===== src/rtl/core/lts_pkg.sv =====
// lts_pkg: token codes, scanner modes, character classes and the result record
// shared by the scanner core, its result queue and the top level
// no dependencies
package lts_pkg;

	localparam int LINE_OUT_W = 16;
	localparam int Q_DEPTH    = 4;
	localparam int Q_PTR_W    = $clog2(Q_DEPTH);
	localparam int Q_CNT_W    = $clog2(Q_DEPTH + 1);

	// source characters with special meaning
	localparam logic [7:0] CH_LPAREN  = 8'h28;
	localparam logic [7:0] CH_RPAREN  = 8'h29;
	localparam logic [7:0] CH_LBRACE  = 8'h7B;
	localparam logic [7:0] CH_RBRACE  = 8'h7D;
	localparam logic [7:0] CH_COMMA   = 8'h2C;
	localparam logic [7:0] CH_DOT     = 8'h2E;
	localparam logic [7:0] CH_MINUS   = 8'h2D;
	localparam logic [7:0] CH_PLUS    = 8'h2B;
	localparam logic [7:0] CH_SEMI    = 8'h3B;
	localparam logic [7:0] CH_STAR    = 8'h2A;
	localparam logic [7:0] CH_EQUAL   = 8'h3D;
	localparam logic [7:0] CH_BANG    = 8'h21;
	localparam logic [7:0] CH_LESS    = 8'h3C;
	localparam logic [7:0] CH_GREATER = 8'h3E;
	localparam logic [7:0] CH_SLASH   = 8'h2F;
	localparam logic [7:0] CH_SPACE   = 8'h20;
	localparam logic [7:0] CH_TAB     = 8'h09;
	localparam logic [7:0] CH_NL      = 8'h0A;
	localparam logic [7:0] CH_QUOTE   = 8'h22;
	localparam logic [7:0] CH_ZERO    = 8'h30;
	localparam logic [7:0] CH_NINE    = 8'h39;

	typedef enum logic [4:0] {
		K_LEFT_PAREN    = 5'd0,
		K_RIGHT_PAREN   = 5'd1,
		K_LEFT_BRACE    = 5'd2,
		K_RIGHT_BRACE   = 5'd3,
		K_COMMA         = 5'd4,
		K_DOT           = 5'd5,
		K_MINUS         = 5'd6,
		K_PLUS          = 5'd7,
		K_SEMICOLON     = 5'd8,
		K_SLASH         = 5'd9,
		K_STAR          = 5'd10,
		K_BANG          = 5'd11,
		K_BANG_EQUAL    = 5'd12,
		K_EQUAL         = 5'd13,
		K_EQUAL_EQUAL   = 5'd14,
		K_GREATER       = 5'd15,
		K_GREATER_EQUAL = 5'd16,
		K_LESS          = 5'd17,
		K_LESS_EQUAL    = 5'd18,
		K_STRING        = 5'd19,
		K_NUMBER        = 5'd20,
		K_EOF           = 5'd21,
		K_UNEXPECTED    = 5'd22,
		K_UNTERMINATED  = 5'd23
	} kind_t;

	typedef enum logic [1:0] {
		MODE_NORMAL  = 2'd0,
		MODE_COMMENT = 2'd1,
		MODE_STRING  = 2'd2,
		MODE_NUMBER  = 2'd3
	} mode_t;

	typedef enum logic [2:0] {
		OP_NONE    = 3'd0,
		OP_EQUAL   = 3'd1,
		OP_BANG    = 3'd2,
		OP_LESS    = 3'd3,
		OP_GREATER = 3'd4,
		OP_SLASH   = 3'd5
	} op_t;

	typedef enum logic [2:0] {
		CL_TOKEN,
		CL_OPER,
		CL_BLANK,
		CL_NEWLINE,
		CL_QUOTE,
		CL_DIGIT,
		CL_OTHER
	} cls_t;

	typedef struct packed {
		kind_t                   kind;
		logic [7:0]              lexeme_char;
		logic                    has_char;
		logic                    has_dot;
		logic [LINE_OUT_W-1:0]   line;
		logic                    error_seen;
		logic                    last;
	} res_t;

	// up to two results written to the queue in one cycle
	typedef struct packed {
		logic [1:0] n;
		res_t       r0;
		res_t       r1;
	} push_t;

	function automatic logic is_digit(input logic [7:0] c);
		return (c >= CH_ZERO) && (c <= CH_NINE);
	endfunction

	function automatic cls_t char_class(input logic [7:0] c);
		cls_t cl;
		case (c) inside
			CH_LPAREN, CH_RPAREN, CH_LBRACE, CH_RBRACE, CH_COMMA, CH_DOT,
			CH_MINUS, CH_PLUS, CH_SEMI, CH_STAR:          cl = CL_TOKEN;
			CH_EQUAL, CH_BANG, CH_LESS, CH_GREATER, CH_SLASH: cl = CL_OPER;
			CH_SPACE, CH_TAB:                             cl = CL_BLANK;
			CH_NL:                                        cl = CL_NEWLINE;
			CH_QUOTE:                                     cl = CL_QUOTE;
			[CH_ZERO:CH_NINE]:                            cl = CL_DIGIT;
			default:                                      cl = CL_OTHER;
		endcase
		return cl;
	endfunction

	function automatic kind_t token_kind(input logic [7:0] c);
		kind_t k;
		case (c)
			CH_LPAREN: k = K_LEFT_PAREN;
			CH_RPAREN: k = K_RIGHT_PAREN;
			CH_LBRACE: k = K_LEFT_BRACE;
			CH_RBRACE: k = K_RIGHT_BRACE;
			CH_COMMA:  k = K_COMMA;
			CH_DOT:    k = K_DOT;
			CH_MINUS:  k = K_MINUS;
			CH_PLUS:   k = K_PLUS;
			CH_SEMI:   k = K_SEMICOLON;
			default:   k = K_STAR;
		endcase
		return k;
	endfunction

	function automatic op_t oper_of(input logic [7:0] c);
		op_t o;
		case (c)
			CH_EQUAL:   o = OP_EQUAL;
			CH_BANG:    o = OP_BANG;
			CH_LESS:    o = OP_LESS;
			CH_GREATER: o = OP_GREATER;
			default:    o = OP_SLASH;
		endcase
		return o;
	endfunction

	function automatic kind_t single_kind(input op_t o);
		kind_t k;
		case (o)
			OP_EQUAL:   k = K_EQUAL;
			OP_BANG:    k = K_BANG;
			OP_LESS:    k = K_LESS;
			OP_GREATER: k = K_GREATER;
			default:    k = K_SLASH;
		endcase
		return k;
	endfunction

	function automatic kind_t double_kind(input op_t o);
		kind_t k;
		case (o)
			OP_EQUAL: k = K_EQUAL_EQUAL;
			OP_BANG:  k = K_BANG_EQUAL;
			OP_LESS:  k = K_LESS_EQUAL;
			default:  k = K_GREATER_EQUAL;
		endcase
		return k;
	endfunction

	// line and error fields are filled in by the caller
	function automatic res_t mk_res(input kind_t k, input logic [7:0] c, input logic has,
			input logic flt, input logic lst);
		res_t r;
		r.kind        = k;
		r.lexeme_char = has ? c : 8'h00;
		r.has_char    = has;
		r.has_dot     = flt;
		r.line        = '0;
		r.error_seen  = 1'b0;
		r.last        = lst;
		return r;
	endfunction

	function automatic logic is_err_kind(input kind_t k);
		return (k == K_UNEXPECTED) || (k == K_UNTERMINATED);
	endfunction

endpackage


===== src/rtl/core/lexical_token_scanner_top.sv =====
// lexical_token_scanner_top: streaming source scanner, one character beat in,
// token result beats out; depends on lts_pkg, lts_scan and lts_out_queue
//
// Input channel: in_valid/in_ready with ch and end_of_input. Each beat carries
// one source byte, or an end-of-input mark that flushes any pending operator,
// open number or open string and then gives an eof result.
// Output channel: out_valid/out_ready with kind, lexeme_char, has_char,
// has_dot, line, error_seen and last. One input beat gives zero, one or two
// results; string and number characters come out as a run closed by a result
// with last set.
// Each result is written into the result queue as its input beat is taken.
// Throughput: one input beat per cycle while the output side keeps up; the
// output moves one result per cycle, so beats giving two results outrun it.
// The four-entry result queue sets this: in_ready is high while
// it holds at most two results.
// Reset: the queue is emptied, the line count returns to one, the error flag
// clears and scanning restarts in normal mode. An end-of-input beat restarts
// the scanner the same way but leaves queued results in place.
// A stalled receiver fills the queue and then holds in_ready low; nothing lost.
module lexical_token_scanner_top #(
	parameter int LINE_WIDTH = 16
) (
	input  logic                              clk,
	input  logic                              arst_n,
	input  logic                              in_valid,
	output logic                              in_ready,
	input  logic [7:0]                        ch,
	input  logic                              end_of_input,
	output logic                              out_valid,
	input  logic                              out_ready,
	output logic [4:0]                        kind,
	output logic [7:0]                        lexeme_char,
	output logic                              has_char,
	output logic                              has_dot,
	output logic [lts_pkg::LINE_OUT_W-1:0]    line,
	output logic                              error_seen,
	output logic                              last
);
	import lts_pkg::*;

	logic  acc;
	push_t push;
	res_t  head;
	logic  room;

	assign in_ready = room;
	assign acc      = in_valid && room;

	lts_scan #(
		.LINE_WIDTH(LINE_WIDTH)
	) u_scan (
		.clk          (clk),
		.arst_n       (arst_n),
		.acc          (acc),
		.ch           (ch),
		.end_of_input (end_of_input),
		.push         (push)
	);

	lts_out_queue u_queue (
		.clk       (clk),
		.arst_n    (arst_n),
		.push      (push),
		.room      (room),
		.out_valid (out_valid),
		.out_ready (out_ready),
		.head      (head)
	);

	assign kind        = head.kind;
	assign lexeme_char = head.lexeme_char;
	assign has_char    = head.has_char;
	assign has_dot     = head.has_dot;
	assign line        = head.line;
	assign error_seen  = head.error_seen;
	assign last        = head.last;

endmodule


===== src/rtl/core/lts_scan.sv =====
// lts_scan: scanner state (mode, pending operator, line count, error flag)
// and the single-pass logic that turns one character beat into up to two results
// depends on lts_pkg
module lts_scan #(
	parameter int LINE_WIDTH = 16
) (
	input  logic          clk,
	input  logic          arst_n,
	input  logic          acc,
	input  logic [7:0]    ch,
	input  logic          end_of_input,
	output lts_pkg::push_t push
);
	import lts_pkg::*;

	mode_t                 mode_q, mode_d;
	op_t                   op_q, op_d;
	logic [LINE_WIDTH-1:0] line_q, line_d, line_inc;
	logic                  err_q, err_d;
	logic                  dot_q, dot_d;

	cls_t  cls;
	logic  sn_put;
	res_t  sn_res;
	res_t  r0, r1;
	logic [1:0] n;
	logic  err0, err1;
	logic [LINE_OUT_W-1:0] line_out;

	assign cls      = char_class(ch);
	assign line_inc = (line_q == {LINE_WIDTH{1'b1}}) ? line_q : line_q + 1'b1;
	assign line_out = LINE_OUT_W'(line_q);

	// result of scanning a character in normal mode
	always_comb begin
		sn_put = 1'b0;
		sn_res = mk_res(K_EOF, ch, 1'b0, 1'b0, 1'b1);
		case (cls)
			CL_TOKEN: begin
				sn_put = 1'b1;
				sn_res = mk_res(token_kind(ch), ch, 1'b0, 1'b0, 1'b1);
			end
			CL_DIGIT: begin
				sn_put = 1'b1;
				sn_res = mk_res(K_NUMBER, ch, 1'b1, 1'b0, 1'b0);
			end
			CL_OTHER: begin
				sn_put = 1'b1;
				sn_res = mk_res(K_UNEXPECTED, ch, 1'b1, 1'b0, 1'b1);
			end
			default: begin
				sn_put = 1'b0;
			end
		endcase
	end

	// next state
	always_comb begin
		mode_d = mode_q;
		op_d   = op_q;
		line_d = line_q;
		err_d  = err_q;
		dot_d  = dot_q;
		if (end_of_input) begin
			mode_d = MODE_NORMAL;
			op_d   = OP_NONE;
			line_d = LINE_WIDTH'(1);
			err_d  = 1'b0;
			dot_d  = 1'b0;
		end else begin
			logic apply_sn;
			apply_sn = 1'b0;
			if (op_q != OP_NONE) begin
				op_d = OP_NONE;
				if (op_q == OP_SLASH && ch == CH_SLASH) begin
					mode_d = MODE_COMMENT;
				end else if (!(op_q != OP_SLASH && ch == CH_EQUAL)) begin
					apply_sn = 1'b1;
				end
			end else begin
				case (mode_q)
					MODE_COMMENT: begin
						if (ch == CH_NL) begin
							line_d = line_inc;
							mode_d = MODE_NORMAL;
						end
					end
					MODE_STRING: begin
						if (ch == CH_QUOTE) begin
							mode_d = MODE_NORMAL;
						end else if (ch == CH_NL) begin
							line_d = line_inc;
						end
					end
					MODE_NUMBER: begin
						if (is_digit(ch) || ch == CH_DOT) begin
							if (ch == CH_DOT) begin
								dot_d = 1'b1;
							end
						end else begin
							dot_d    = 1'b0;
							mode_d   = MODE_NORMAL;
							apply_sn = 1'b1;
						end
					end
					default: begin
						apply_sn = 1'b1;
					end
				endcase
			end
			if (apply_sn) begin
				case (cls)
					CL_OPER:    op_d = oper_of(ch);
					CL_NEWLINE: line_d = line_inc;
					CL_QUOTE:   mode_d = MODE_STRING;
					CL_DIGIT: begin
						mode_d = MODE_NUMBER;
						dot_d  = 1'b0;
					end
					CL_OTHER:   err_d = 1'b1;
					default:    ;
				endcase
			end
		end
	end

	// results
	always_comb begin
		n  = 2'd0;
		r0 = sn_res;
		r1 = sn_res;
		if (end_of_input) begin
			r1 = mk_res(K_EOF, ch, 1'b0, 1'b0, 1'b1);
			n  = 2'd2;
			if (op_q != OP_NONE) begin
				r0 = mk_res(single_kind(op_q), ch, 1'b0, 1'b0, 1'b1);
			end else if (mode_q == MODE_NUMBER) begin
				r0 = mk_res(K_NUMBER, ch, 1'b0, dot_q, 1'b1);
			end else if (mode_q == MODE_STRING) begin
				r0 = mk_res(K_UNTERMINATED, ch, 1'b0, 1'b0, 1'b1);
			end else begin
				r0 = r1;
				n  = 2'd1;
			end
		end else if (op_q != OP_NONE) begin
			if (op_q == OP_SLASH && ch == CH_SLASH) begin
				n = 2'd0;
			end else if (op_q != OP_SLASH && ch == CH_EQUAL) begin
				r0 = mk_res(double_kind(op_q), ch, 1'b0, 1'b0, 1'b1);
				n  = 2'd1;
			end else begin
				r0 = mk_res(single_kind(op_q), ch, 1'b0, 1'b0, 1'b1);
				n  = sn_put ? 2'd2 : 2'd1;
			end
		end else begin
			case (mode_q)
				MODE_COMMENT: n = 2'd0;
				MODE_STRING: begin
					n = 2'd1;
					if (ch == CH_QUOTE) begin
						r0 = mk_res(K_STRING, ch, 1'b0, 1'b0, 1'b1);
					end else begin
						r0 = mk_res(K_STRING, ch, 1'b1, 1'b0, 1'b0);
					end
				end
				MODE_NUMBER: begin
					if (is_digit(ch) || ch == CH_DOT) begin
						r0 = mk_res(K_NUMBER, ch, 1'b1, 1'b0, 1'b0);
						n  = 2'd1;
					end else begin
						r0 = mk_res(K_NUMBER, ch, 1'b0, dot_q, 1'b1);
						n  = sn_put ? 2'd2 : 2'd1;
					end
				end
				default: begin
					r0 = sn_res;
					n  = {1'b0, sn_put};
				end
			endcase
		end
	end

	// an error result already carries its own flag, and so does what follows it
	assign err0 = err_q | is_err_kind(r0.kind);
	assign err1 = err0 | is_err_kind(r1.kind);

	always_comb begin
		push            = '0;
		push.n          = acc ? n : 2'd0;
		push.r0         = r0;
		push.r0.line    = line_out;
		push.r0.error_seen = err0;
		push.r1         = r1;
		push.r1.line    = line_out;
		push.r1.error_seen = err1;
	end

	always_ff @(posedge clk or negedge arst_n) begin
		if (!arst_n) begin
			mode_q <= MODE_NORMAL;
			op_q   <= OP_NONE;
			line_q <= LINE_WIDTH'(1);
			err_q  <= 1'b0;
			dot_q  <= 1'b0;
		end else if (acc) begin
			mode_q <= mode_d;
			op_q   <= op_d;
			line_q <= line_d;
			err_q  <= err_d;
			dot_q  <= dot_d;
		end
	end

	a_eof_restart: assert property (@(posedge clk) disable iff (!arst_n)
		acc && end_of_input |=> mode_q == MODE_NORMAL && op_q == OP_NONE
			&& line_q == LINE_WIDTH'(1) && !err_q)
		else $error("scanner state not back to start after end of input");

	a_line_nonzero: assert property (@(posedge clk) disable iff (!arst_n)
		line_q != '0)
		else $error("line count wrapped to zero");

	a_op_in_normal: assert property (@(posedge clk) disable iff (!arst_n)
		op_q != OP_NONE |-> mode_q == MODE_NORMAL)
		else $error("pending operator outside normal mode");

	a_eof_two: assert property (@(posedge clk) disable iff (!arst_n)
		acc && end_of_input |-> push.n != 2'd0 && (push.n == 2'd1 ? push.r0.kind == K_EOF
			: push.r1.kind == K_EOF))
		else $error("end of input without an eof result");

endmodule


===== src/rtl/core/lts_out_queue.sv =====
// lts_out_queue: small result queue that takes up to two results a cycle
// and hands out one per beat; also gives the input side its ready
// depends on lts_pkg
module lts_out_queue (
	input  logic           clk,
	input  logic           arst_n,
	input  lts_pkg::push_t push,
	output logic           room,
	output logic           out_valid,
	input  logic           out_ready,
	output lts_pkg::res_t  head
);
	import lts_pkg::*;

	res_t               mem_q [Q_DEPTH];
	logic [Q_PTR_W-1:0] wr_q, rd_q;
	logic [Q_CNT_W-1:0] cnt_q;
	logic               pop;
	logic [Q_PTR_W-1:0] wr_nxt;

	assign out_valid = cnt_q != '0;
	assign pop       = out_valid && out_ready;
	// room for the worst case of two results from the next beat
	assign room      = cnt_q <= Q_CNT_W'(Q_DEPTH - 2);
	assign head      = mem_q[rd_q];
	assign wr_nxt    = wr_q + 1'b1;

	always_ff @(posedge clk) begin
		if (push.n != 2'd0) begin
			mem_q[wr_q] <= push.r0;
		end
		if (push.n == 2'd2) begin
			mem_q[wr_nxt] <= push.r1;
		end
	end

	always_ff @(posedge clk or negedge arst_n) begin
		if (!arst_n) begin
			wr_q  <= '0;
			rd_q  <= '0;
			cnt_q <= '0;
		end else begin
			wr_q  <= wr_q + Q_PTR_W'(push.n);
			if (pop) begin
				rd_q <= rd_q + 1'b1;
			end
			cnt_q <= cnt_q + Q_CNT_W'(push.n) - Q_CNT_W'(pop);
		end
	end

	a_cnt_bound: assert property (@(posedge clk) disable iff (!arst_n)
		cnt_q <= Q_CNT_W'(Q_DEPTH))
		else $error("result queue over-full");

	a_push_room: assert property (@(posedge clk) disable iff (!arst_n)
		push.n != 2'd0 |-> room)
		else $error("results pushed without room");

	a_cnt_track: assert property (@(posedge clk) disable iff (!arst_n)
		push.n == 2'd0 && !pop |=> $stable(cnt_q) && $stable(rd_q))
		else $error("queue count moved with no push or pop");

endmodule

===== config.mk =====
export PLATFORM = sky130hd
export DESIGN_NAME = lexical_token_scanner_top
export DESIGN_NICKNAME = d
export VERILOG_FILES = /design/src/rtl/core/lts_pkg.sv /design/src/rtl/core/lexical_token_scanner_top.sv /design/src/rtl/core/lts_scan.sv /design/src/rtl/core/lts_out_queue.sv
export SDC_FILE = /design/constraint.sdc
export NUM_CORES = 1
export LEC_CHECK = 0
export BUFFER_PORTS_ARGS = -buffer_cell sky130_fd_sc_hd__buf_2
export CAP_MARGIN = 30
export CORE_MARGIN = 3
export CORE_UTILIZATION = 60
export DETAILED_ROUTE_END_ITERATION = 6
export PLACE_DENSITY = 0.82
export SLEW_MARGIN = 20
export SYNTH_ARGS = -nofsm -noshare
export SYNTH_HDL_FRONTEND = slang
export SYNTH_SLANG_ARGS = --single-unit

===== constraint.sdc =====
create_clock -name clk -period 4.1 [get_ports clk]
set_input_delay 0.205 -clock clk [delete_from_list [all_inputs] [get_ports clk]]
set_output_delay 0.205 -clock clk [all_outputs]
set_load 0.01 [all_outputs]

==> metrics.log, run 1 <==
INFO  metric worst_pin_slew = 881 ps
INFO  metric max-vdd-ir-drop = 0.439 mV
INFO  metric dp_hpwl = 14700 um
INFO  metric die_span_in_x = 129 um
INFO  metric clkSlewWorstSetupHoldPaths = 70 ps
INFO  metric timing.final.setup_violations = 0
INFO  metric core-area = 0.0146 mm^2
INFO  metric pwr-share-clk = 0.264
INFO  metric synth_flop_cell = sky130_fd_sc_hd__edfxtp_1
INFO  metric htree_levels = 4
INFO  metric ios = 48
INFO  metric number_of_antenna_violations_at_the_first_check_in_global_routing = 0
INFO  metric holdCritStartpoint = out_ready
INFO  metric crit_fanout = 28
INFO  metric final_layout_size_suffix_gt1_frac = 0.212
INFO  metric grtUsageTotal = 0.271
INFO  metric final.min_clock_period = 3390 ps
INFO  metric floorplan.initialDensity = 0.616
INFO  metric wire_length_of_the_first_global_routing_pass = 34500 um
INFO  metric worst_r2r_path_depth = 10
INFO  metric fin_tns_setup = 0 ps
INFO  metric power_density = 580 mW/mm^2
INFO  metric timing.critical_path.max_delay_family = simple AND/OR/NAND/NOR gates
INFO  metric reg2reg_to = u_queue.mem_q[2][7]$_DFFE_PP_
INFO  metric timing.final.max_slew_violations = 0
INFO  metric worst_setup_path_startpoint = u_scan.op_q[2]$_DFFE_PN0P_
INFO  metric holdPathStages = 3
INFO  metric cts_buffer_depth = 2
INFO  metric antennaDiodeCount = 0
INFO  metric post_drt_wl_per_cell = 21.7 um
INFO  metric power.switching = 2.06 mW
INFO  metric reg2reg_from = u_scan.op_q[2]$_DFFE_PN0P_
INFO  metric worstSkewPairLatency = 430 ps
INFO  metric hold_class = input port to register
INFO  metric worstPathRequired = 4230 ps
INFO  metric gp_congestion = 0.976
INFO  metric timing.critical_path.from_type = register
INFO  metric regToRegSetupSlack = 710 ps
INFO  metric power.share.combinational = 0.341
INFO  metric syn_area_per_cell = 11.8 um^2
INFO  metric seqPwrFrac = 0.396
INFO  metric routed_via_density = 6.65
INFO  metric synthDistinctLibCells = 90
INFO  metric rsz0062_at_grt = false
INFO  metric cp.arrival = 3520 ps
INFO  metric ys_seq_area_frac = 0.519
INFO  metric netlist_instances = 763
INFO  metric cts_tree = built
INFO  metric number_of_max_cap_violations = 0
INFO  metric p_sw_frac = 0.352
INFO  metric fmax = 0.295 GHz
INFO  metric min_period_over_period = 0.827
INFO  metric port-buffer-count = 47
INFO  metric floorplan_row_count = 44
INFO  metric run_status = completed
INFO  metric power_report.internal_total = 3.78 mW
INFO  metric detail_route.drc_violations = 0
INFO  metric place_worst_setup_slack = 555 ps
INFO  metric vias = 6623
INFO  metric final_nets = 823
INFO  metric cts_num_sinks = 162
INFO  metric timing.max_slew.rel_slack = 0.406
INFO  metric design.die.area = 0.0165 mm^2
INFO  metric p_leak = 3.56 nW
INFO  metric drt_wl_total = 21600 um
INFO  metric synth_seq_cells = 162
INFO  metric post_cts_resized = 0
INFO  metric ys_async_sr_fraction = 0.185
INFO  metric grt_overflow_total = 0
INFO  metric postRouteAntennaNets = 0
INFO  metric drtPass1Iterations = 5
INFO  metric synth_edf_count = 128
INFO  metric maximum_number_of_pins_on_one_net_before_global_route_repair = 39
INFO  metric areaGrowthSynthToFinish = 11.7%
INFO  metric path_cells = or3_1 > nor2_1 > nand4_1 > and3_1 > o32ai_4 > o211ai_1 > buf_4 > a21boi_2 > inv_1 > buf_12
INFO  metric yosys_warnings = 0
INFO  metric crit_end_element = register
INFO  metric cp_num_buf_inv = 3
INFO  metric finalHoldViolCount = 0
INFO  metric cts_inserted_buffers = 17
INFO  metric clockRootBuffer = sky130_fd_sc_hd__clkbuf_16
INFO  metric cts_setup_buffers = 0
INFO  metric synth_fp_nets = 787
INFO  metric post_synthesis_instance_area = 0.00902 mm^2
INFO  metric die_y = 129 um
INFO  metric fin_skew = 10.7 ps
INFO  metric critical_path.slowest_cell = sky130_fd_sc_hd__dfrtp_1
INFO  metric min_delay_worst_endpoint = u_queue.rd_q[0]$_DFFE_PN0P_
INFO  metric worst-setup-path-type = register to register
INFO  metric dr.first_iter.drc_count = 1017
INFO  metric crit_path_max_incr_delay = 550 ps
INFO  metric worst_slack = 711 ps
INFO  metric first_global_vias = 6373
-- flip-flops by register name, summed over array words and instances (netlist names) --
signal and count:
u_queue.mem_q 132, u_scan.dot_q 1, u_scan.line_out 16, u_queue.wr_q 2
u_queue.rd_q 2, u_scan.err_q 1, u_scan.op_q 3, u_queue.cnt_q 3
u_scan.mode_q 2
-- kinds of logic (layout without fill, tap and decap cells) --
family,count (synthesis),in the layout,synth area share
AO/OA/AOI/OAI,190,190,0.161
XOR/XNOR,9,9,0.00874
adder cells (fa/ha/maj),11,11,0.0161
buffers and inverters,72,121,0.0355
flip-flops,162,162,0.519
multiplexers,35,35,0.0848
AND/OR/NAND/NOR,284,284,0.176
-- cells in the final DEF, fill, tap and decap left out, drive strengths merged, types with 4 or more instances in the layout --
master,n
nand3,15
nand2b,14
a31oi,7
o21ai,36
clkbuf,17
or2,5
o31a,4
nand2,50
o21a,6
xnor2,6
or3,7
edfxtp,128
a21boi,5
nor4b,4
dfrtp,29
and2,66
buf,69
nor3,19
mux4,33
dfxtp,4
o32ai,9
nor2,39
a211oi,5
and3,5
o211ai,6
clkinv,6
a21o,9
inv,25
ha,10
o22ai,27
a21oi,40
nor2b,35
nand4,7
-- tightest hold or removal path, stage by stage --
cell and delay, ps:
sky130_fd_sc_hd__buf_2 70, sky130_fd_sc_hd__and2_1 210, sky130_fd_sc_hd__xor2_1 90
-- worst max-delay path by stage --
stage | slack (ps) | to | cells after the start
after global routing | 490 | u_queue.cnt_q[2]$_DFF_PN0_ | 11
after floorplan | 750 | u_queue.mem_q[0][0]$_DFFE_PP_ | 11
final | 710 | u_queue.mem_q[2][7]$_DFFE_PP_ | 10
after CTS | 730 | u_queue.cnt_q[2]$_DFF_PN0_ | 11
after global placement | 660 | u_queue.cnt_q[2]$_DFF_PN0_ | 14
after detailed placement | 550 | u_queue.cnt_q[2]$_DFF_PN0_ | 14
-- repair_timing --
action,CTS,global route
hold buffers,1,0
endpoints found under the hold margin,29,0
endpoints found under the setup margin,0,0
-- power by group through the flow --
| stage | clock, mW | combinational (mW) | sequential (mW) |
|---|---|---|---|
| after detailed placement | 0 | 1.90 | 2.38 |
| after CTS | 1.55 | 1.92 | 2.35 |
| after floorplan | 0 | 1.44 | 2.19 |
| after global placement | 0 | 1.87 | 2.36 |
| after global routing | 1.62 | 2.16 | 2.34 |
| final | 1.54 | 1.99 | 2.31 |
-- routing by layer --
| layer | vias to the layer above | GRT usage | part of all wire |
|---|---|---|---|
| met5 | - | 0 | 0 |
| met4 | 0 | 0.0729 | 0.016 |
| met3 | 34 | 0.0668 | 0.089 |
| met2 | 367 | 0.424 | 0.48 |
| met1 | 3252 | 0.385 | 0.42 |
| li1 | 2970 | - | - |
-- per-stage QoR --
stage | hold WS, ps | cells | instance area, um^2 | total power, mW | util
after floorplan | -90.6 | 763 | 9020 | 3.64 | -
after global placement | 292 | 961 | 9440 | 4.24 | 0.645
after detailed placement | 295 | 961 | 9440 | 4.28 | 0.645
after CTS | 173 | 994 | 10000 | 5.82 | 0.685
after global routing | 206 | 996 | 10100 | 6.12 | 0.688
final | 191 | 996 | 10100 | 5.84 | 0.688
-- synth_stat cells (4+ instances only) --
cell / instances / area, um^2
sky130_fd_sc_hd__nand4_1: 7 / 43.8
sky130_fd_sc_hd__nand2_1: 49 / 184
sky130_fd_sc_hd__a211oi_1: 5 / 37.5
sky130_fd_sc_hd__edfxtp_1: 128 / 3840
sky130_fd_sc_hd__xnor2_1: 6 / 52.6
sky130_fd_sc_hd__and3_1: 5 / 31.3
sky130_fd_sc_hd__and2_1: 66 / 413
sky130_fd_sc_hd__mux4_2: 33 / 743
sky130_fd_sc_hd__or2_2: 4 / 25.0
sky130_fd_sc_hd__buf_2: 13 / 65.1
sky130_fd_sc_hd__o32ai_4: 4 / 110
sky130_fd_sc_hd__o21ai_2: 4 / 35.0
sky130_fd_sc_hd__nand2b_1: 14 / 87.6
sky130_fd_sc_hd__o32ai_2: 5 / 81.3
sky130_fd_sc_hd__nor2_1: 38 / 143
sky130_fd_sc_hd__ha_1: 10 / 125
sky130_fd_sc_hd__a21o_1: 9 / 67.6
sky130_fd_sc_hd__o31a_1: 4 / 35.0
sky130_fd_sc_hd__or3_1: 7 / 43.8
sky130_fd_sc_hd__o21ai_0: 31 / 155
sky130_fd_sc_hd__a21oi_1: 40 / 200
sky130_fd_sc_hd__nor2b_1: 35 / 219
sky130_fd_sc_hd__nand3_1: 15 / 75.1
sky130_fd_sc_hd__o22ai_1: 27 / 169
sky130_fd_sc_hd__a31oi_1: 7 / 43.8
sky130_fd_sc_hd__clkbuf_1: 32 / 120
sky130_fd_sc_hd__o211ai_1: 4 / 30.0
sky130_fd_sc_hd__inv_1: 18 / 67.6
sky130_fd_sc_hd__dfrtp_1: 29 / 726
sky130_fd_sc_hd__nor3_1: 18 / 90.1
sky130_fd_sc_hd__dfxtp_1: 4 / 80.1
sky130_fd_sc_hd__o21a_1: 5 / 37.5
-- area by class of cell --
class | instances | area, um^2
clock buffer | 17 | 425
clock inverter | 15 | 159
fill | 1003 | 4570
inverter | 18 | 67.6
multi-input combinational | 529 | 4040
sequential | 162 | 4680
tap | 184 | 230
timing repair buffer | 71 | 480
Note: power is estimated with default switching activity, not from simulation.
==> inputs of run 2 (changes only) <==
Settings changed: ABC_AREA set to 1.
Clock period 4.1 ns to 3.48 ns, I/O delays scaled along.
==> run 2 against run 1 <==
Combinational power increased by 46%. Register-to-register slack got worse by 130 ps. Cell area is 0.86% higher. First-iteration DRC count is 8.3% higher. Die area up 2.0%. Clock-buffer cell count grew 1. Non-clock buffer count stayed put. Power increased by 25%. Cell count up 37%. Core utilization increased by 0.072 points. Routed wire length increased by 14%. Via count is 24% higher.
==> metrics.log, run 2 <==
INFO  metric power_density = 718 mW/mm^2 (+24%)
INFO  metric final.min_clock_period = 2900 ps (-487 ps)
INFO  metric synth_edf_count = 128 (unchanged)
INFO  metric worst_r2r_path_depth = 13 (+3)
INFO  metric ys_seq_area_frac = 0.508 (-0.0108)
INFO  metric number_of_filler_cells_placed_in_the_layout = 1203 (+20%)
INFO  metric drt_wl_total = 24700 um (+14%)
INFO  metric finalHoldViolCount = 0 (unchanged)
INFO  metric clockRootBuffer = sky130_fd_sc_hd__clkbuf_16
INFO  metric peak_usage_layer_in_the_global_routing_report = met2
INFO  metric dp_hpwl = 16700 um (+13%)
INFO  metric mostFrequentLayoutCell = sky130_fd_sc_hd__nand2_1
INFO  metric design.die.area = 0.0169 mm^2 (+2.0%)
INFO  metric gp_congestion = 0.963 (-1.3%)
INFO  metric run_status = completed
INFO  metric post_synthesis_instance_area = 0.00921 mm^2 (+2.1%)
INFO  metric timing.final.max_slew_violations = 0 (unchanged)
INFO  metric cell_types_occupying_the_most_area_after_synthesis = sky130_fd_sc_hd__edfxtp_1 (42%), sky130_fd_sc_hd__nand2_1 (10%), sky130_fd_sc_hd__o21ai_0 (8.9%), sky130_fd_sc_hd__dfrtp_1 (7.9%), sky130_fd_sc_hd__nor2_1 (7.5%)
INFO  metric yosys_warnings = 0 (unchanged)
INFO  metric hold_class = input port to register
INFO  metric cts_buffer_depth = 2 (unchanged)
INFO  metric worstSkewPairLatency = 430 ps (about the same)
INFO  metric number_of_antenna_violations_at_the_first_check_in_global_routing = 0 (unchanged)
INFO  metric synth.most_common_cell = sky130_fd_sc_hd__nand2_1
INFO  metric htree_levels = 4 (unchanged)
INFO  metric postRouteAntennaNets = 0 (unchanged)
INFO  metric regMostFlops = u_queue.mem_q
INFO  metric grt.met1_usage = 0.444 (+0.0593)
INFO  metric max-vdd-ir-drop = 0.385 mV (-12%)
INFO  metric fin_tns_setup = 0 ps (unchanged)
INFO  metric final_core_utilization = 0.689 (+0.000717)
INFO  metric routed_via_density = 6.05 (-9.0%)
INFO  metric number_of_max_cap_violations = 0 (unchanged)
INFO  metric groute.layer.met2.usage = 0.455 (+0.0311)
INFO  metric post_drt_wl_per_cell = 18.2 um (-16%)
INFO  metric crit_fanout = 7 (-75%)
INFO  metric largest_register_ff_count = 132 (unchanged)
INFO  metric timing.critical_path.from_type = register
INFO  metric vias = 8245 (+24%)
INFO  metric synth_seq_cells = 162 (unchanged)
INFO  metric fmax = 0.345 GHz (+17%)
INFO  metric first_global_vias = 7519 (+18%)
INFO  metric power = 7.30 mW (+25%)
INFO  metric maximum_number_of_pins_on_one_net_before_global_route_repair = 69 (+77%)
INFO  metric timing.max_slew.rel_slack = 0.398 (-0.00829)
INFO  metric ios = 48 (unchanged)
INFO  metric wire_length_of_the_first_global_routing_pass = 39200 um (+14%)
INFO  metric post_cts_resized = 0 (unchanged)
INFO  metric crit_end_element = register
INFO  metric drtPass1Iterations = 6 (+1)
INFO  metric antennaDiodeCount = 0 (unchanged)
INFO  metric p_leak = 4.10 nW (+15%)
INFO  metric final_nets = 1189 (+44%)
INFO  metric mostFrequentLayoutCells = sky130_fd_sc_hd__nand2_1 (251), sky130_fd_sc_hd__nor2_1 (185), sky130_fd_sc_hd__o21ai_0 (163)
INFO  metric worstPathRequired = 3800 ps (-430 ps)
INFO  metric synth_top_area_share = 0.417 (-0.00886)
INFO  metric worst_pin_slew = 893 ps (+12.3 ps)
INFO  metric hold-worst-slack = 157 ps (-33.5 ps)
INFO  metric cts_num_sinks = 162 (unchanged)
INFO  metric floorplan_row_count = 44 (unchanged)
INFO  metric cp.arrival = 3220 ps (-300 ps)
INFO  metric timing.final.setup_violations = 0 (unchanged)
INFO  metric worst-setup-path-type = register to register
INFO  metric syn_area_per_cell = 8.21 um^2 (-30%)
INFO  metric die_y = 130 um (+1.0%)
INFO  metric synth_flop_cell = sky130_fd_sc_hd__edfxtp_1
INFO  metric detail_route.drc_violations = 0 (unchanged)
INFO  metric netlist.top_cell.by_area = sky130_fd_sc_hd__edfxtp_1
INFO  metric grt_overflow_total = 0 (unchanged)
INFO  metric die_span_in_x = 130 um (+1.0%)
INFO  metric synth_fp_nets = 1145 (+45%)
INFO  metric fin_skew = 10.6 ps (-0.122 ps)
INFO  metric cts_inserted_buffers = 17 (unchanged)
INFO  metric floorplan.initialDensity = 0.624 (+0.00838)
INFO  metric grt.met3_usage = 0.0606 (-0.00625)
INFO  metric port-buffer-count = 47 (unchanged)
INFO  metric cts_tree = built
INFO  metric final_layout_size_suffix_gt1_frac = 0.118 (-0.0938)
INFO  metric rsz0062_at_grt = false
INFO  metric dr.first_iter.drc_count = 1101 (+8.3%)
INFO  metric grtUsageTotal = 0.301 (+0.0300)
INFO  metric synthDistinctLibCells = 46 (-49%)
INFO  metric areaGrowthSynthToFinish = 10.4%
INFO  metric core-area = 0.0148 mm^2 (+0.75%)
INFO  metric holdPathStages = 4 (+1)
INFO  metric ys_async_sr_fraction = 0.185 (unchanged)
INFO  metric netlist_instances = 1121 (+47%)
INFO  metric min_period_over_period = 0.834 (+0.00730)
INFO  metric clkSlewWorstSetupHoldPaths = 60 ps (about the same)
INFO  metric synth_common_cells = sky130_fd_sc_hd__nand2_1 (251), sky130_fd_sc_hd__nor2_1 (185), sky130_fd_sc_hd__o21ai_0 (163)
## run 2: cell types whose count changed after synthesis, moves of 10 or more
cell / before / now
sky130_fd_sc_hd__buf_2: 13 / 1
sky130_fd_sc_hd__o21ai_0: 31 / 163
sky130_fd_sc_hd__nor2_1: 38 / 185
sky130_fd_sc_hd__mux4_2: 33 / 0
sky130_fd_sc_hd__nand2b_1: 14 / 0
sky130_fd_sc_hd__nand3_1: 15 / 51
sky130_fd_sc_hd__nand2_1: 49 / 251
sky130_fd_sc_hd__a21oi_1: 40 / 25
sky130_fd_sc_hd__nor2b_1: 35 / 0
sky130_fd_sc_hd__and2_1: 66 / 0
sky130_fd_sc_hd__inv_2: 0 / 12
sky130_fd_sc_hd__inv_1: 18 / 84
sky130_fd_sc_hd__o22ai_1: 27 / 37
## run 2: per-stage QoR
step | area (um^2) | worst slack, ps | instances
floorplan | 9210 | 528 | 1121
global placement | 9600 | 426 | 1329
detailed placement | 9600 | 339 | 1329
CTS | 10200 | 605 | 1362
global route | 10200 | 375 | 1362
finish | 10200 | 578 | 1362
## run 2: report_power, final
group | switching (mW) | internal [mW]
Combinational | 2.03 | 0.877
Sequential | 0.161 | 2.46
Clock | 0.780 | 0.991
Total | 2.97 | 4.33
## run 2: worst paths after layout
path                       slack (ps)                                 to                              start
setup reg to reg                  580         u_queue.cnt_q[2]$_DFF_PN0_       u_scan.mode_q[0]$_DFFE_PN0P_
hold / removal                    160    u_scan.line_out[14]$_DFFE_PN0P_                           in_valid
min in group asynchronous         370        u_queue.rd_q[1]$_DFFE_PN0P_                             arst_n
hold reg to reg                   470  u_queue.mem_q[1][18]$_SDFFE_PP0N_  u_queue.mem_q[1][18]$_SDFFE_PP0N_
setup / recovery                  580         u_queue.cnt_q[2]$_DFF_PN0_       u_scan.mode_q[0]$_DFFE_PN0P_
max in group asynchronous        2580        u_queue.rd_q[0]$_DFFE_PN0P_                             arst_n
## run 2: per-layer routing
metal  routed length (um)  share of wire  up-vias
met4                  408          0.016        0
met3                 2540           0.10       32
met2                11400           0.46      456
li1                     -              -     3897
met5                    0              0        -
met1                10400           0.42     3860
## run 2: critical path, cell delays in order, from the launching register on
cell and delay [ps]:
sky130_fd_sc_hd__dfrtp_1 390, sky130_fd_sc_hd__inv_1 120, sky130_fd_sc_hd__ha_1 330, sky130_fd_sc_hd__nor2_1 170, sky130_fd_sc_hd__inv_1 80, sky130_fd_sc_hd__nor2_1 150, sky130_fd_sc_hd__nand2_1 250, sky130_fd_sc_hd__nand2_1 200
sky130_fd_sc_hd__inv_1 70, sky130_fd_sc_hd__ha_1 270, sky130_fd_sc_hd__inv_1 40, sky130_fd_sc_hd__ha_1 210, sky130_fd_sc_hd__fa_1 390, sky130_fd_sc_hd__xnor2_1 130
## run 2: repair_timing
action / in CTS / in global routing
endpoints found under the hold margin: 29 / 0
hold buffers: 1 / 0
setup buffers: 0 / 0
## run 2: cell type report
type | count | area, um^2 | share of cell area
inverter | 98 | 368 | 0.0362
clock buffer | 18 | 429 | 0.0422
clock inverter | 14 | 126 | 0.0124
multi-input combinational | 815 | 3910 | 0.385
sequential | 162 | 4680 | 0.460
timing repair buffer | 71 | 418 | 0.0411
tap | 184 | 230 | 0.0227
## run 2: logic make-up (layout without fill, tap and decap cells)
logic type	count (synthesis)	count (layout)	share of synthesized area
compound gates	251	251	0.149
simple gates	540	540	0.247
flops	162	162	0.508
buf+inv	144	201	0.0673
fa+ha+maj	11	11	0.0158
xor+xnor	13	13	0.0124
==> inputs of run 3 (changes only) <==
Clock period 3.48 ns to 3 ns, I/O delays scaled along.
==> run 3 against run 2 <==
Maximum frequency up 6.3%. Cell count up 0.51%. Die area unchanged. Power up 17%. Worst setup slack worse by 310 ps. Flip-flop and latch count unchanged. Routed wire length up 2.7%. Largest power group unchanged.
==> metrics.log, run 3 (synthesized netlist as in run 2, its figures left out) <==
INFO  metric clkSlewWorstSetupHoldPaths = 60 ps (about the same)
INFO  metric crit_fanout = 11 (+4)
INFO  metric dr.first_iter.drc_count = 1079 (-2.0%)
INFO  metric mostFrequentLayoutCells = sky130_fd_sc_hd__nand2_1 (251), sky130_fd_sc_hd__nor2_1 (185), sky130_fd_sc_hd__o21ai_0 (163)
INFO  metric die_y = 130 um (unchanged)
INFO  metric worstPathRequired = 3340 ps (-460 ps)
INFO  metric drt_wl_total = 25400 um (+2.7%)
INFO  metric worst-setup-path-type = register to register
INFO  metric crit_end_element = register
INFO  metric max-vdd-ir-drop = 0.643 mV (+67%)
INFO  metric reg2reg_from = u_scan.op_q[0]$_DFFE_PN0P_
INFO  metric floorplan.initialDensity = 0.624 (unchanged)
INFO  metric cts_num_sinks = 162 (unchanged)
INFO  metric dp_hpwl = 16900 um (+1.3%)
INFO  metric holdCritStartpoint = in_valid
INFO  metric run_status = completed
INFO  metric design.die.area = 0.0169 mm^2 (unchanged)
INFO  metric ios = 48 (unchanged)
INFO  metric worst_slack = 271 ps (-307 ps)
INFO  metric die_span_in_x = 130 um (unchanged)
INFO  metric holdPathStages = 4 (unchanged)
INFO  metric final_cells = 1369 (+0.51%)
INFO  metric rsz0062_at_grt = false
INFO  metric timing.final.setup_violations = 0 (unchanged)
INFO  metric timing.max_slew.rel_slack = 0.463 (+0.0647)
INFO  metric place.detailed.instances = 1336 (+0.53%)
INFO  metric final.min_clock_period = 2730 ps (-173 ps)
INFO  metric cp.arrival = 3070 ps (-150 ps)
INFO  metric timing.critical_path.from_type = register
INFO  metric multiInputGateArea = 0.00392 mm^2 (+0.13%)
INFO  metric largest_register_ff_count = 132 (unchanged)
INFO  metric maximum_number_of_pins_on_one_net_before_global_route_repair = 69 (unchanged)
INFO  metric fin_skew = 10.5 ps (-0.0946 ps)
INFO  metric drtPass1Iterations = 6 (unchanged)
INFO  metric routed_via_density = 6.11 (+1.0%)
INFO  metric fmax = 0.366 GHz (+6.3%)
INFO  metric number_of_max_cap_violations = 0 (unchanged)
INFO  metric htree_levels = 4 (unchanged)
INFO  metric final_layout_size_suffix_gt1_frac = 0.127 (+0.00943)
INFO  metric number_of_antenna_violations_at_the_first_check_in_global_routing = 0 (unchanged)
INFO  metric antennaDiodeCount = 0 (unchanged)
INFO  metric final_nets = 1198 (+0.76%)
INFO  metric vias = 8371 (+1.5%)
INFO  metric areaGrowthSynthToFinish = 11.7%
INFO  metric cts_tree = built
INFO  metric floorplan_row_count = 44 (unchanged)
INFO  metric worstSkewPairLatency = 430 ps (about the same)
INFO  metric place_worst_setup_slack = -8.63 ps (-348 ps)
INFO  metric power_density = 832 mW/mm^2 (+16%)
INFO  metric hold_class = input port to register
INFO  metric regMostFlops = u_queue.mem_q
INFO  metric cts_buffer_depth = 2 (unchanged)
INFO  metric gp_congestion = 0.962 (-0.10%)
INFO  metric p_leak = 4.15 nW (+1.3%)
INFO  metric min_delay_worst_endpoint = u_scan.line_out[14]$_DFFE_PN0P_
INFO  metric port-buffer-count = 47 (unchanged)
INFO  metric core-area = 0.0148 mm^2 (unchanged)
INFO  metric cts_inserted_buffers = 17 (unchanged)
INFO  metric worst_pin_slew = 806 ps (-87.6 ps)
INFO  metric finalHoldViolCount = 0 (unchanged)
INFO  metric timing.final.max_slew_violations = 0 (unchanged)
INFO  metric detail_route.drc_violations = 0 (unchanged)
INFO  metric grt_overflow_total = 0 (unchanged)
INFO  metric wire_length_of_the_first_global_routing_pass = 38600 um (-1.5%)
INFO  metric clockRootBuffer = sky130_fd_sc_hd__clkbuf_16
INFO  metric min_period_over_period = 0.910 (+0.0757)
INFO  metric worst_r2r_path_depth = 14 (+1)
INFO  metric post_drt_wl_per_cell = 18.6 um (+2.2%)
INFO  metric regToRegSetupSlack = 270 ps (-310 ps)
INFO  metric regArea = 0.00468 mm^2 (unchanged)
INFO  metric postRouteAntennaNets = 0 (unchanged)
INFO  metric mostFrequentLayoutCell = sky130_fd_sc_hd__nand2_1
INFO  metric grtUsageTotal = 0.297 (-0.00373)
INFO  metric reg2reg_to = u_queue.cnt_q[2]$_DFF_PN0_
INFO  metric number_of_filler_cells_placed_in_the_layout = 1177 (-2.2%)
INFO  metric first_global_vias = 7525 (+0.080%)
## run 3: cell count changes in the layout (fill, tap and decap cells not counted)
cell and change:
sky130_fd_sc_hd__nand3_2 +1, sky130_fd_sc_hd__buf_4 +6, sky130_fd_sc_hd__nand3_1 -1, sky130_fd_sc_hd__inv_2 +1, sky130_fd_sc_hd__clkinvlp_4 -1, sky130_fd_sc_hd__clkinv_2 +2, sky130_fd_sc_hd__inv_8 -1, sky130_fd_sc_hd__buf_12 +3
sky130_fd_sc_hd__inv_6 -1, sky130_fd_sc_hd__clkinv_1 -2, sky130_fd_sc_hd__inv_1 -2, sky130_fd_sc_hd__clkinv_4 +1, sky130_fd_sc_hd__bufinv_16 +1
## run 3: worst max path at each step
stage          cells after the start                        endpoint  slack, ps                          from
3_3_place_gp                      18      u_queue.cnt_q[2]$_DFF_PN0_         90                         ch[4]
4_1_cts                           14      u_queue.cnt_q[2]$_DFF_PN0_        190    u_scan.op_q[0]$_DFFE_PN0P_
2_1_floorplan                     13  u_queue.mem_q[2][11]$_DFFE_PP_         50  u_scan.mode_q[0]$_DFFE_PN0P_
5_1_grt                           14      u_queue.cnt_q[2]$_DFF_PN0_         70    u_scan.op_q[0]$_DFFE_PN0P_
6_report                          14      u_queue.cnt_q[2]$_DFF_PN0_        270    u_scan.op_q[0]$_DFFE_PN0P_
3_5_place_dp                      18      u_queue.cnt_q[2]$_DFF_PN0_         -9                         ch[4]
## run 3: repair_timing
action	CTS	global route
setup endpoints to repair	0	11
hold endpoints to repair	29	0
hold buffers	1	0
buffers inserted	0	2
gates resized for setup	0	3
## run 3: critical path: stages, from the launching register on
cell and delay, ps:
sky130_fd_sc_hd__dfrtp_1 430, sky130_fd_sc_hd__nor2_1 130, sky130_fd_sc_hd__inv_1 70, sky130_fd_sc_hd__nor2_1 170
sky130_fd_sc_hd__inv_2 150, sky130_fd_sc_hd__nand2_1 160, sky130_fd_sc_hd__nand2_1 60, sky130_fd_sc_hd__a21oi_1 170
sky130_fd_sc_hd__nand2_1 120, sky130_fd_sc_hd__nand2_4 130, sky130_fd_sc_hd__inv_2 80, sky130_fd_sc_hd__ha_1 290
sky130_fd_sc_hd__inv_1 60, sky130_fd_sc_hd__fa_1 430, sky130_fd_sc_hd__xnor2_1 200
## run 3: routing by layer
| metal | up-vias | part of all wire | global-route usage |
|---|---|---|---|
| met3 | 64 | 0.093 | 0.0741 |
| li1 | 3917 | - | - |
| met1 | 3881 | 0.42 | 0.410 |
| met5 | - | 0 | 0 |
| met2 | 509 | 0.47 | 0.468 |
| met4 | 0 | 0.022 | 0.0947 |
## run 3: cell type report
cell class                 count  share of cell area
sequential                   162               0.455
tap                          184              0.0224
clock buffer                  18              0.0417
multi-input combinational    815               0.381
inverter                      98              0.0361
clock inverter                12              0.0129
timing repair buffer          80              0.0509
## run 3: power by group
| group | total (mW) | internal [mW] | switching, mW |
|---|---|---|---|
| combinational | 3.38 | 1.05 | 2.33 |
| clock | 2.12 | 1.22 | 0.898 |
| sequential | 3.06 | 2.86 | 0.200 |
| total | 8.56 | 5.13 | 3.43 |
## run 3: per-stage QoR
step	hold WS, ps	utilization	TNS (ps)	power, mW	instance area, um^2
final	148	0.697	0	8.56	10300
after global routing	190	0.697	0	9.00	10300
after CTS	156	0.694	0	8.50	10200
after detailed placement	281	0.656	-8.63	6.40	9670
after global placement	281	0.656	0	6.33	9670
after floorplan	-146	-	0	5.23	9210
